==> src/sv/hesd_pkg.sv <==
// Shared types and constants of the HTML entity stream decoder.
// No dependencies; every module of the decoder imports this package.
package hesd_pkg;

	// Look-ahead window after '&'. Names are at most five characters long.
	localparam int LOOKAHEAD_DEPTH = 5;
	localparam int NAME_MAX_LEN    = 5;
	localparam int NAME_COUNT      = 15;

	// Bytes actually held: never more than a name prefix that is not yet a whole name.
	localparam int HELD_DEPTH = (LOOKAHEAD_DEPTH - 1 < NAME_MAX_LEN - 1) ?
		(LOOKAHEAD_DEPTH - 1) : (NAME_MAX_LEN - 1);
	localparam int HELD_IDX_W = $clog2(HELD_DEPTH);
	localparam int CNT_W      = $clog2(NAME_MAX_LEN + 1);

	// Worst case per input byte: '&', the held prefix, and one more byte.
	localparam int MAX_OUT   = HELD_DEPTH + 2;
	localparam int OUT_IDX_W = $clog2(MAX_OUT);
	localparam int OUT_CNT_W = $clog2(MAX_OUT + 1);

	localparam int QUEUE_DEPTH = 2;
	localparam int QPTR_W      = (QUEUE_DEPTH > 1) ? $clog2(QUEUE_DEPTH) : 1;
	localparam int QCNT_W      = $clog2(QUEUE_DEPTH + 1);

	typedef struct packed {
		logic [7:0] in_byte;
		logic       in_last;
	} hesd_in_t;

	typedef struct packed {
		logic [7:0] out_byte;
		logic       out_last;
	} hesd_out_t;

	// One command from the front: the bytes that one input beat produces.
	typedef struct packed {
		logic [MAX_OUT-1:0][7:0] data;
		logic [OUT_CNT_W-1:0]    cnt;
		logic                    last;
	} hesd_cmd_t;

	typedef struct packed {
		logic full;
		logic empty;
	} hesd_qstat_t;

endpackage

==> src/sv/hesd_front.sv <==
// Front end of the decoder: accepts input beats, runs the entity parser and
// turns each beat into one command of output bytes. Depends on hesd_pkg.
module hesd_front (
	input  logic                clk,
	input  logic                arst_n,
	input  hesd_pkg::hesd_in_t  item,
	input  logic                push,
	input  logic                full,
	output logic                cmd_push,
	output hesd_pkg::hesd_cmd_t cmd
);
	import hesd_pkg::*;

	localparam logic [7:0] CH_AMP  = 8'h26;
	localparam logic [7:0] CH_HASH = 8'h23;
	localparam logic [7:0] CH_X    = 8'h78;
	localparam int NAME_IDX_W = $clog2(NAME_COUNT);

	typedef enum logic [2:0] {
		PH_PLAIN,
		PH_ENTITY,
		PH_DROP,
		PH_HASH,
		PH_DIGITS
	} phase_t;

	typedef struct packed {
		logic [CNT_W-1:0]              len;
		logic [0:NAME_MAX_LEN-1][7:0]  name;
		logic [1:0]                    rlen;
		logic [0:2][7:0]               rep;
	} ent_t;

	typedef struct packed {
		logic       ok;
		logic [3:0] val;
	} digit_t;

	function automatic ent_t ent_entry(input logic [NAME_IDX_W-1:0] idx);
		ent_t e;
		case (idx)
			4'd0:    e = '{len: 3'd4, name: {"nbsp", 8'h00},  rlen: 2'd1, rep: {8'h20, 16'h0}};
			4'd1:    e = '{len: 3'd2, name: {"lt", 24'h0},    rlen: 2'd1, rep: {8'h3C, 16'h0}};
			4'd2:    e = '{len: 3'd2, name: {"gt", 24'h0},    rlen: 2'd1, rep: {8'h3E, 16'h0}};
			4'd3:    e = '{len: 3'd3, name: {"amp", 16'h0},   rlen: 2'd1, rep: {8'h26, 16'h0}};
			4'd4:    e = '{len: 3'd4, name: {"cent", 8'h00},  rlen: 2'd2, rep: {16'hC2A2, 8'h0}};
			4'd5:    e = '{len: 3'd5, name: "pound",          rlen: 2'd2, rep: {16'hC2A3, 8'h0}};
			4'd6:    e = '{len: 3'd3, name: {"yen", 16'h0},   rlen: 2'd2, rep: {16'hC2A5, 8'h0}};
			4'd7:    e = '{len: 3'd4, name: {"euro", 8'h00},  rlen: 2'd3, rep: 24'hE282AC};
			4'd8:    e = '{len: 3'd4, name: {"sect", 8'h00},  rlen: 2'd2, rep: {16'hC2A7, 8'h0}};
			4'd9:    e = '{len: 3'd4, name: {"copy", 8'h00},  rlen: 2'd2, rep: {16'hC2A9, 8'h0}};
			4'd10:   e = '{len: 3'd3, name: {"reg", 16'h0},   rlen: 2'd2, rep: {16'hC2AE, 8'h0}};
			4'd11:   e = '{len: 3'd5, name: "trade",          rlen: 2'd3, rep: 24'hE284A2};
			4'd12:   e = '{len: 3'd4, name: {"apos", 8'h00},  rlen: 2'd1, rep: {8'h27, 16'h0}};
			4'd13:   e = '{len: 3'd5, name: "ndash",          rlen: 2'd1, rep: {8'h2D, 16'h0}};
			4'd14:   e = '{len: 3'd4, name: {"quot", 8'h00},  rlen: 2'd1, rep: {8'h22, 16'h0}};
			default: e = '0;
		endcase
		return e;
	endfunction

	function automatic digit_t digit_of(input logic [7:0] b, input logic hex);
		digit_t d;
		d = '0;
		if (b inside {[8'h30:8'h39]}) begin
			d.ok  = 1'b1;
			d.val = 4'(b - 8'h30);
		end else if (hex && (b inside {[8'h61:8'h66]})) begin
			d.ok  = 1'b1;
			d.val = 4'(b - 8'h57);
		end else if (hex && (b inside {[8'h41:8'h46]})) begin
			d.ok  = 1'b1;
			d.val = 4'(b - 8'h37);
		end
		return d;
	endfunction

	phase_t                phase_q, phase_d;
	logic [CNT_W-1:0]      cnt_q, cnt_d;
	logic [NAME_COUNT-1:0] mask_q, mask_d;
	logic [7:0]            num_q, num_d;
	logic                  hex_q, hex_d;
	logic [7:0]            held_q [HELD_DEPTH];
	logic [7:0]            held_d [HELD_DEPTH];

	logic                  accept;
	logic [7:0]            b;
	logic [NAME_COUNT-1:0] hit;
	logic                  full_hit, pre_hit, do_digit;
	logic [NAME_IDX_W-1:0] sel;
	ent_t                  ent_v;
	digit_t                dig;
	logic [OUT_IDX_W-1:0]  k;
	logic [MAX_OUT-1:0][7:0] data;

	assign accept = push && !full;
	assign b      = item.in_byte;

	always_comb begin
		phase_d  = phase_q;
		cnt_d    = cnt_q;
		mask_d   = mask_q;
		num_d    = num_q;
		hex_d    = hex_q;
		held_d   = held_q;
		data     = '0;
		k        = '0;
		hit      = '0;
		full_hit = 1'b0;
		pre_hit  = 1'b0;
		do_digit = 1'b0;
		sel      = '0;
		ent_v    = '0;
		dig      = '0;

		case (phase_q)
			PH_ENTITY: begin
				if (cnt_q == '0 && b == CH_HASH) begin
					phase_d = PH_HASH;
					num_d   = '0;
					hex_d   = 1'b0;
				end else begin
					if (32'(cnt_q) < NAME_MAX_LEN && 32'(cnt_q) < LOOKAHEAD_DEPTH) begin
						// Every surviving name is tested at the current position.
						for (int i = 0; i < NAME_COUNT; i++) begin
							ent_v  = ent_entry(NAME_IDX_W'(i));
							hit[i] = mask_q[i] && (ent_v.len > cnt_q) &&
								(ent_v.name[cnt_q] == b);
							if (hit[i] && ent_v.len == CNT_W'(cnt_q + 1'b1))
								full_hit = 1'b1;
							if (hit[i] && ent_v.len > CNT_W'(cnt_q + 1'b1))
								pre_hit = 1'b1;
						end
						for (int i = NAME_COUNT - 1; i >= 0; i--) begin
							ent_v = ent_entry(NAME_IDX_W'(i));
							if (hit[i] && ent_v.len == CNT_W'(cnt_q + 1'b1))
								sel = NAME_IDX_W'(i);
						end
					end
					if (full_hit) begin
						ent_v = ent_entry(sel);
						for (int r = 0; r < 3; r++) begin
							if (r < ent_v.rlen) begin
								data[k] = ent_v.rep[r];
								k       = k + 1'b1;
							end
						end
						cnt_d   = '0;
						phase_d = PH_DROP;
					end else if (pre_hit && 32'(cnt_q) + 1 < LOOKAHEAD_DEPTH) begin
						held_d[cnt_q[HELD_IDX_W-1:0]] = b;
						cnt_d  = CNT_W'(cnt_q + 1'b1);
						mask_d = hit;
					end else begin
						// No name can continue: replay '&' and the prefix, then
						// treat the breaking byte as plain text.
						data[k] = CH_AMP;
						k       = k + 1'b1;
						for (int i = 0; i < HELD_DEPTH; i++) begin
							if (i < cnt_q) begin
								data[k] = held_q[i];
								k       = k + 1'b1;
							end
						end
						cnt_d   = '0;
						phase_d = PH_PLAIN;
						if (b == CH_AMP) begin
							phase_d = PH_ENTITY;
							mask_d  = '1;
						end else begin
							data[k] = b;
							k       = k + 1'b1;
						end
					end
				end
			end
			PH_DROP: begin
				phase_d = PH_PLAIN;
			end
			PH_HASH: begin
				num_d   = '0;
				phase_d = PH_DIGITS;
				if (b == CH_X) begin
					hex_d = 1'b1;
				end else begin
					hex_d    = 1'b0;
					do_digit = 1'b1;
				end
			end
			PH_DIGITS: begin
				do_digit = 1'b1;
			end
			default: begin
				phase_d = PH_PLAIN;
				if (b == CH_AMP) begin
					phase_d = PH_ENTITY;
					cnt_d   = '0;
					mask_d  = '1;
				end else begin
					data[k] = b;
					k       = k + 1'b1;
				end
			end
		endcase

		if (do_digit) begin
			dig = digit_of(b, hex_d);
			if (dig.ok) begin
				if (hex_d)
					num_d = {num_d[3:0], dig.val};
				else
					num_d = {num_d[4:0], 3'b000} + {num_d[6:0], 1'b0} + {4'b0000, dig.val};
			end else begin
				if (num_d != '0) begin
					data[k] = num_d;
					k       = k + 1'b1;
				end
				num_d   = '0;
				hex_d   = 1'b0;
				phase_d = PH_PLAIN;
			end
		end

		// End of text: whatever is still pending flushes, then all state clears.
		if (item.in_last) begin
			if (phase_d == PH_ENTITY) begin
				data[k] = CH_AMP;
				k       = k + 1'b1;
				for (int i = 0; i < HELD_DEPTH; i++) begin
					if (i < cnt_d) begin
						data[k] = held_d[i];
						k       = k + 1'b1;
					end
				end
			end else if (phase_d == PH_DIGITS && num_d != '0) begin
				data[k] = num_d;
				k       = k + 1'b1;
			end
			phase_d = PH_PLAIN;
			cnt_d   = '0;
			num_d   = '0;
			hex_d   = 1'b0;
			mask_d  = '1;
		end
	end

	assign cmd_push = accept && (k != '0);
	assign cmd.data = data;
	assign cmd.cnt  = OUT_CNT_W'(k);
	assign cmd.last = item.in_last;

	always_ff @(posedge clk or negedge arst_n) begin
		if (!arst_n) begin
			phase_q <= PH_PLAIN;
			cnt_q   <= '0;
			mask_q  <= '1;
			num_q   <= '0;
			hex_q   <= 1'b0;
		end else if (accept) begin
			phase_q <= phase_d;
			cnt_q   <= cnt_d;
			mask_q  <= mask_d;
			num_q   <= num_d;
			hex_q   <= hex_d;
		end
	end

	always_ff @(posedge clk) begin
		if (accept) begin
			held_q <= held_d;
		end
	end

	a_last_clears: assert property (@(posedge clk) disable iff (!arst_n)
		accept && item.in_last |=> phase_q == PH_PLAIN && cnt_q == '0 && num_q == '0)
		else $error("state not cleared after the final beat");

	a_cnt_only_in_entity: assert property (@(posedge clk) disable iff (!arst_n)
		phase_q != PH_ENTITY |-> cnt_q == '0)
		else $error("held bytes outside an entity name");

endmodule

==> src/sv/hesd_cmd_queue.sv <==
// Short command queue between the parser front and the byte back end.
// Depends on hesd_pkg for the command type and the queue depth.
module hesd_cmd_queue (
	input  logic                  clk,
	input  logic                  arst_n,
	input  logic                  wr_en,
	input  hesd_pkg::hesd_cmd_t   wr_cmd,
	input  logic                  rd_en,
	output hesd_pkg::hesd_cmd_t   head,
	output hesd_pkg::hesd_qstat_t status
);
	import hesd_pkg::*;

	hesd_cmd_t         mem_q [QUEUE_DEPTH];
	logic [QPTR_W-1:0] wr_ptr_q, rd_ptr_q;
	logic [QCNT_W-1:0] cnt_q;

	function automatic logic [QPTR_W-1:0] ptr_next(input logic [QPTR_W-1:0] p);
		return (p == QPTR_W'(QUEUE_DEPTH - 1)) ? '0 : QPTR_W'(p + 1'b1);
	endfunction

	assign status.full  = (cnt_q == QCNT_W'(QUEUE_DEPTH));
	assign status.empty = (cnt_q == '0);
	assign head         = mem_q[rd_ptr_q];

	always_ff @(posedge clk) begin
		if (wr_en) begin
			mem_q[wr_ptr_q] <= wr_cmd;
		end
	end

	always_ff @(posedge clk or negedge arst_n) begin
		if (!arst_n) begin
			wr_ptr_q <= '0;
			rd_ptr_q <= '0;
			cnt_q    <= '0;
		end else begin
			if (wr_en)
				wr_ptr_q <= ptr_next(wr_ptr_q);
			if (rd_en)
				rd_ptr_q <= ptr_next(rd_ptr_q);
			if (wr_en && !rd_en)
				cnt_q <= cnt_q + 1'b1;
			else if (rd_en && !wr_en)
				cnt_q <= cnt_q - 1'b1;
		end
	end

	a_no_overflow: assert property (@(posedge clk) disable iff (!arst_n)
		wr_en |-> !status.full)
		else $error("command written into a full queue");

endmodule

==> src/sv/hesd_back.sv <==
// Back end of the decoder: walks the head command one byte per beat and
// releases the command after its last byte. Depends on hesd_pkg.
module hesd_back (
	input  logic                  clk,
	input  logic                  arst_n,
	input  hesd_pkg::hesd_cmd_t   head,
	input  hesd_pkg::hesd_qstat_t status,
	input  logic                  pop,
	output hesd_pkg::hesd_out_t   result,
	output logic                  deq
);
	import hesd_pkg::*;

	logic [OUT_IDX_W-1:0] idx_q;
	logic                 take, at_end;

	assign take   = pop && !status.empty;
	assign at_end = (OUT_CNT_W'(idx_q) + 1'b1) == head.cnt;
	assign deq    = take && at_end;

	assign result.out_byte = head.data[idx_q];
	assign result.out_last = head.last && at_end;

	always_ff @(posedge clk or negedge arst_n) begin
		if (!arst_n) begin
			idx_q <= '0;
		end else if (deq) begin
			idx_q <= '0;
		end else if (take) begin
			idx_q <= idx_q + 1'b1;
		end
	end

	a_idx_in_cmd: assert property (@(posedge clk) disable iff (!arst_n)
		!status.empty |-> OUT_CNT_W'(idx_q) < head.cnt)
		else $error("byte index beyond the head command");

endmodule

==> src/sv/html_entity_stream_decoder_top.sv <==
// Top level of the HTML entity stream decoder: parser front, command queue
// and byte back end. Depends on hesd_pkg, hesd_front, hesd_cmd_queue, hesd_back.
//
//   channel | handshake            | payload
//   input   | push / full          | item   (in_byte, in_last)
//   result  | empty / pop          | result (out_byte, out_last)
//
// An input beat is parsed in the cycle it is accepted, so one beat per cycle
// goes in while the two-entry command queue has room; full is the queue full.
// Each beat yields zero to six bytes, and the back end delivers one byte per
// cycle while pop is high and the queue is not empty.
// Reset clears the parser phase, the queue and the back end's byte index.
// A stalled result side fills the queue and then holds the input side off.
module html_entity_stream_decoder_top (
	input  logic               clk,
	input  logic               arst_n,
	input  hesd_pkg::hesd_in_t item,
	input  logic               push,
	output logic               full,
	output hesd_pkg::hesd_out_t result,
	output logic               empty,
	input  logic               pop
);
	import hesd_pkg::*;

	hesd_cmd_t   cmd, head;
	logic        cmd_push, deq;
	hesd_qstat_t q_status;

	assign full  = q_status.full;
	assign empty = q_status.empty;

	hesd_front u_front (
		.clk      (clk),
		.arst_n   (arst_n),
		.item     (item),
		.push     (push),
		.full     (q_status.full),
		.cmd_push (cmd_push),
		.cmd      (cmd)
	);

	hesd_cmd_queue u_queue (
		.clk    (clk),
		.arst_n (arst_n),
		.wr_en  (cmd_push),
		.wr_cmd (cmd),
		.rd_en  (deq),
		.head   (head),
		.status (q_status)
	);

	hesd_back u_back (
		.clk    (clk),
		.arst_n (arst_n),
		.head   (head),
		.status (q_status),
		.pop    (pop),
		.result (result),
		.deq    (deq)
	);

endmodule

==> config.mk <==
export PLATFORM = sky130hd
export DESIGN_NAME = html_entity_stream_decoder_top
export DESIGN_NICKNAME = d
export VERILOG_FILES = /design/src/sv/hesd_pkg.sv /design/src/sv/hesd_front.sv /design/src/sv/hesd_cmd_queue.sv /design/src/sv/hesd_back.sv /design/src/sv/html_entity_stream_decoder_top.sv
export SDC_FILE = /design/constraint.sdc
export NUM_CORES = 1
export LEC_CHECK = 0
export BUFFER_PORTS_ARGS = -buffer_cell sky130_fd_sc_hd__buf_2
export CAP_MARGIN = 20
export CORE_ASPECT_RATIO = 0.9
export CORE_MARGIN = 2
export CORE_UTILIZATION = 40
export CTS_BUF_LIST = sky130_fd_sc_hd__clkbuf_4 sky130_fd_sc_hd__clkbuf_8
export CTS_CLUSTER_SIZE = 25
export DETAILED_ROUTE_END_ITERATION = 16
export SLEW_MARGIN = 40
export SYNTH_ARGS = -nofsm -noshare
export SYNTH_HDL_FRONTEND = slang
export SYNTH_SLANG_ARGS = --single-unit
export TNS_END_PERCENT = 20
==> constraint.sdc <==
create_clock -name clk -period 15.7 [get_ports clk]
set_input_delay 3.14 -clock clk [delete_from_list [all_inputs] [get_ports clk]]
set_output_delay 3.14 -clock clk [all_outputs]
set_load 0.05 [all_outputs]
==> qor.txt <==
run status - completed
Worst VDD drop - 0.0640 mV
ANT nets after route - 0
relative slew slack - 39.9%
CTS Hold Bufs - 0
wire length per cell - 27.2 µm
Sum Neg Setup Slack - 0 ns
Post-Syn Area - 14100 µm²
Syn Inst Count - 1520
iteration-0 DRC count of the detailed router - 2177
CTS tree - built
area of the core - 34900 µm²
CTS clk-pin slew, worst paths - 0.10 ns
Initial Util - 40.4%
Crit. End Element - register
Post-DP HPWL - 38800 µm
Final Skew - 0.0146 ns
Most common cell on crit path - ha_1
Die W - 202 µm
CTS Buf Count - 17
port bufs - 23
routability cong. - 1.05
Die Y - 182 µm
pre-CTS setup slack - 2.47 ns
f_max - 78.2 MHz
worst slew pin tran - 0.902 ns
Resized Gates After CTS - 0
GRT Overall Usage - 29.0%
Distinct cells, synth - 108
layout filler cell count - 3397
number of clock sinks - 173
fin worst setup slack - 2.91 ns
n_diodes - 0
Leakage - 5.39 nW
post-CTS setup buffer count - 0
root buffer cell - clkbuf_8
Nets - 1543
Mean Syn Cell Area - 9.27 µm²
Via-to-Cell Ratio - 6.73
DRT Pass-1 Iters - 8
Top FF cell, synth - edfxtp_1
initial antenna violation count - 0
Tmin final - 12.79 ns
Setup-failing EPs final - 0
CP max FO - 42
fin crit share - 81.5%
RSZ-0062 raised after global routing - false
Arr. time, crit path - 12.93 ns
number of flops mapped to enable cells by yosys - 136
YS warnings - 0
pwr/cell area - 95.5 nW/µm²
row count - 65
Clk Latency, worst-skew pair - 0.50 ns
startpoint types - primary input
Max Cap Violations - 0
max-slew violations - 0
critical path class - primary input to register
Congestion Overflow GR - 0
H-tree levels - 4
Worst EP required - 15.84 ns
Boundary Pins - 24
critical path buffer and inverter count - 5
slowest cell delay on critical path - 0.65 ns
drt total wl - 53400 µm
Die ar. - 36700 µm²
share of cells above drive strength 1 - 12.1%
largest net degree at the start of global routing - 56
most frequent cells in the layout - edfxtp_1 (136), nor2_1 (118), nand2_1 (115), a21oi_1 (93), o21ai_0 (76)
Hold WC Path Type - register to register
Crit path max-delay family - compound AO/OA/AOI/OAI gates
Mapped Nets - 1580
Worst path slowest cell - ha_1
DR DRC count - 0
first-pass GRT wire length - 80400 µm
Area Overhead vs Synth - 6.51%
Clock Path Buffers - 2
vias in the first global route - 12367
routed vias - 13228
Final Hold Vio Count - 0
most common cell after layout, fill and taps aside - edfxtp_1
number of synthesized register bits - 173
register area share after synthesis - 35.7%
post-synthesis async set-or-reset flop share - 21.4%
==> power by group <==
part	internal (mW)	switching, mW	leakage, nW
clock	0.120	0.198	0.204
sequential	0.588	0.0559	1.68
combinational	0.160	0.310	3.50
==> layer usage <==
layer / up-vias / global-route usage, % / wire [µm]
met5: - / 0 / 0
met4: 0 / 10.3 / 1950
met1: 6423 / 41.3 / 22700
met3: 146 / 7.25 / 6170
li1: 5784 / - / -
met2: 875 / 42.8 / 22600
==> cells by family (layout without fill, tap and decap cells) <==
group	after synthesis	in the layout	share of synthesized area (%)
AO/OA/AOI/OAI	491	491	24.5
XOR/XNOR	49	49	3.34
adder cells (fa/ha/maj)	47	47	4.28
buffers and inverters	169	145	4.94
flip-flops	173	173	35.7
multiplexers	81	81	8.01
AND/OR/NAND/NOR	510	510	19.3
==> through the flow <==
step / cell area [µm²] / utilization (%) / instances / power, mW / hold slack [ns]
after global placement: 14500 / 41.6 / 1932 / 1.12 / 0.496
after CTS: 15000 / 42.9 / 1965 / 1.44 / 0.514
final: 15000 / 43.0 / 1965 / 1.43 / 0.512
after global routing: 15000 / 43.0 / 1965 / 1.50 / 0.541
after floorplan: 14100 / - / 1520 / 0.982 / 0.455
after detailed placement: 14600 / 41.8 / 1933 / 1.12 / 0.497
==> state kept, by name, summed over array words and instances, names as in the netlist <==
signal / flops
u_queue.mem_q: 104
u_queue.cnt_q: 2
u_queue.wr_ptr_q: 1
u_front.held_q: 32
u_front.mask_q: 15
u_queue.rd_ptr_q: 1
u_front.hex_q: 1
u_back.idx_q: 3
u_front.cnt_q: 3
u_front.phase_q: 3
u_front.num_q: 8
==> final cells by class <==
type,count,area [µm²],share of cell area (%)
repair buffers,48,307,2.04
well taps,469,587,3.91
flip-flops and latches,173,5030,33.5
clock inverters,15,173,1.15
clock buffers,17,234,1.56
inverters,65,244,1.63
multi-input cells,1178,8430,56.2
==> worst register-to-register path: cells and delay by family (launching register included) <==
kind            cells  cell delay [ns]
simple gates       11             2.65
buf+inv             6             1.43
flops               1             0.38
compound gates     13             3.20
xor+xnor            2             0.30
fa+ha+maj           7             2.75
==> synth_stat cells, types with 22 or more instances <==
cell | instances | area [µm²]
a21oi_1 | 93 | 465
nor3_1 | 43 | 215
ha_1 | 45 | 563
nand2b_1 | 27 | 169
edfxtp_1 | 136 | 4080
clkbuf_1 | 58 | 218
mux4_2 | 24 | 541
a22oi_1 | 22 | 165
nand2_1 | 116 | 435
buf_2 | 28 | 140
o21ai_1 | 24 | 120
mux2i_1 | 43 | 430
and2_1 | 22 | 138
o21ai_0 | 77 | 385
nor2_1 | 119 | 447
dfrtp_1 | 22 | 551
inv_1 | 60 | 225
nand3_1 | 35 | 175
xor2_1 | 22 | 193
xnor2_1 | 24 | 210
and3_1 | 25 | 156
==> final timing paths <==
check	start	end	slack, ns	cells after the start
hold / removal	u_front.mask_q[4]$_DFFE_PN1P_	u_front.mask_q[4]$_DFFE_PN1P_	0.51	2
min in group asynchronous	arst_n	u_front.cnt_q[2]$_DFFE_PN0P_	2.71	2
setup reg to reg	u_front.cnt_q[0]$_DFFE_PN0P_	u_queue.mem_q[0][39]$_DFFE_PP_	4.63	39
hold reg to reg	u_front.mask_q[4]$_DFFE_PN1P_	u_front.mask_q[4]$_DFFE_PN1P_	0.51	2
setup / recovery	item[2]	u_queue.mem_q[0][39]$_DFFE_PP_	2.91	36
max in group asynchronous	arst_n	u_queue.rd_ptr_q$_DFFE_PN0P_	12.55	2
No activity file was read; power rests on OpenSTA's default activity.
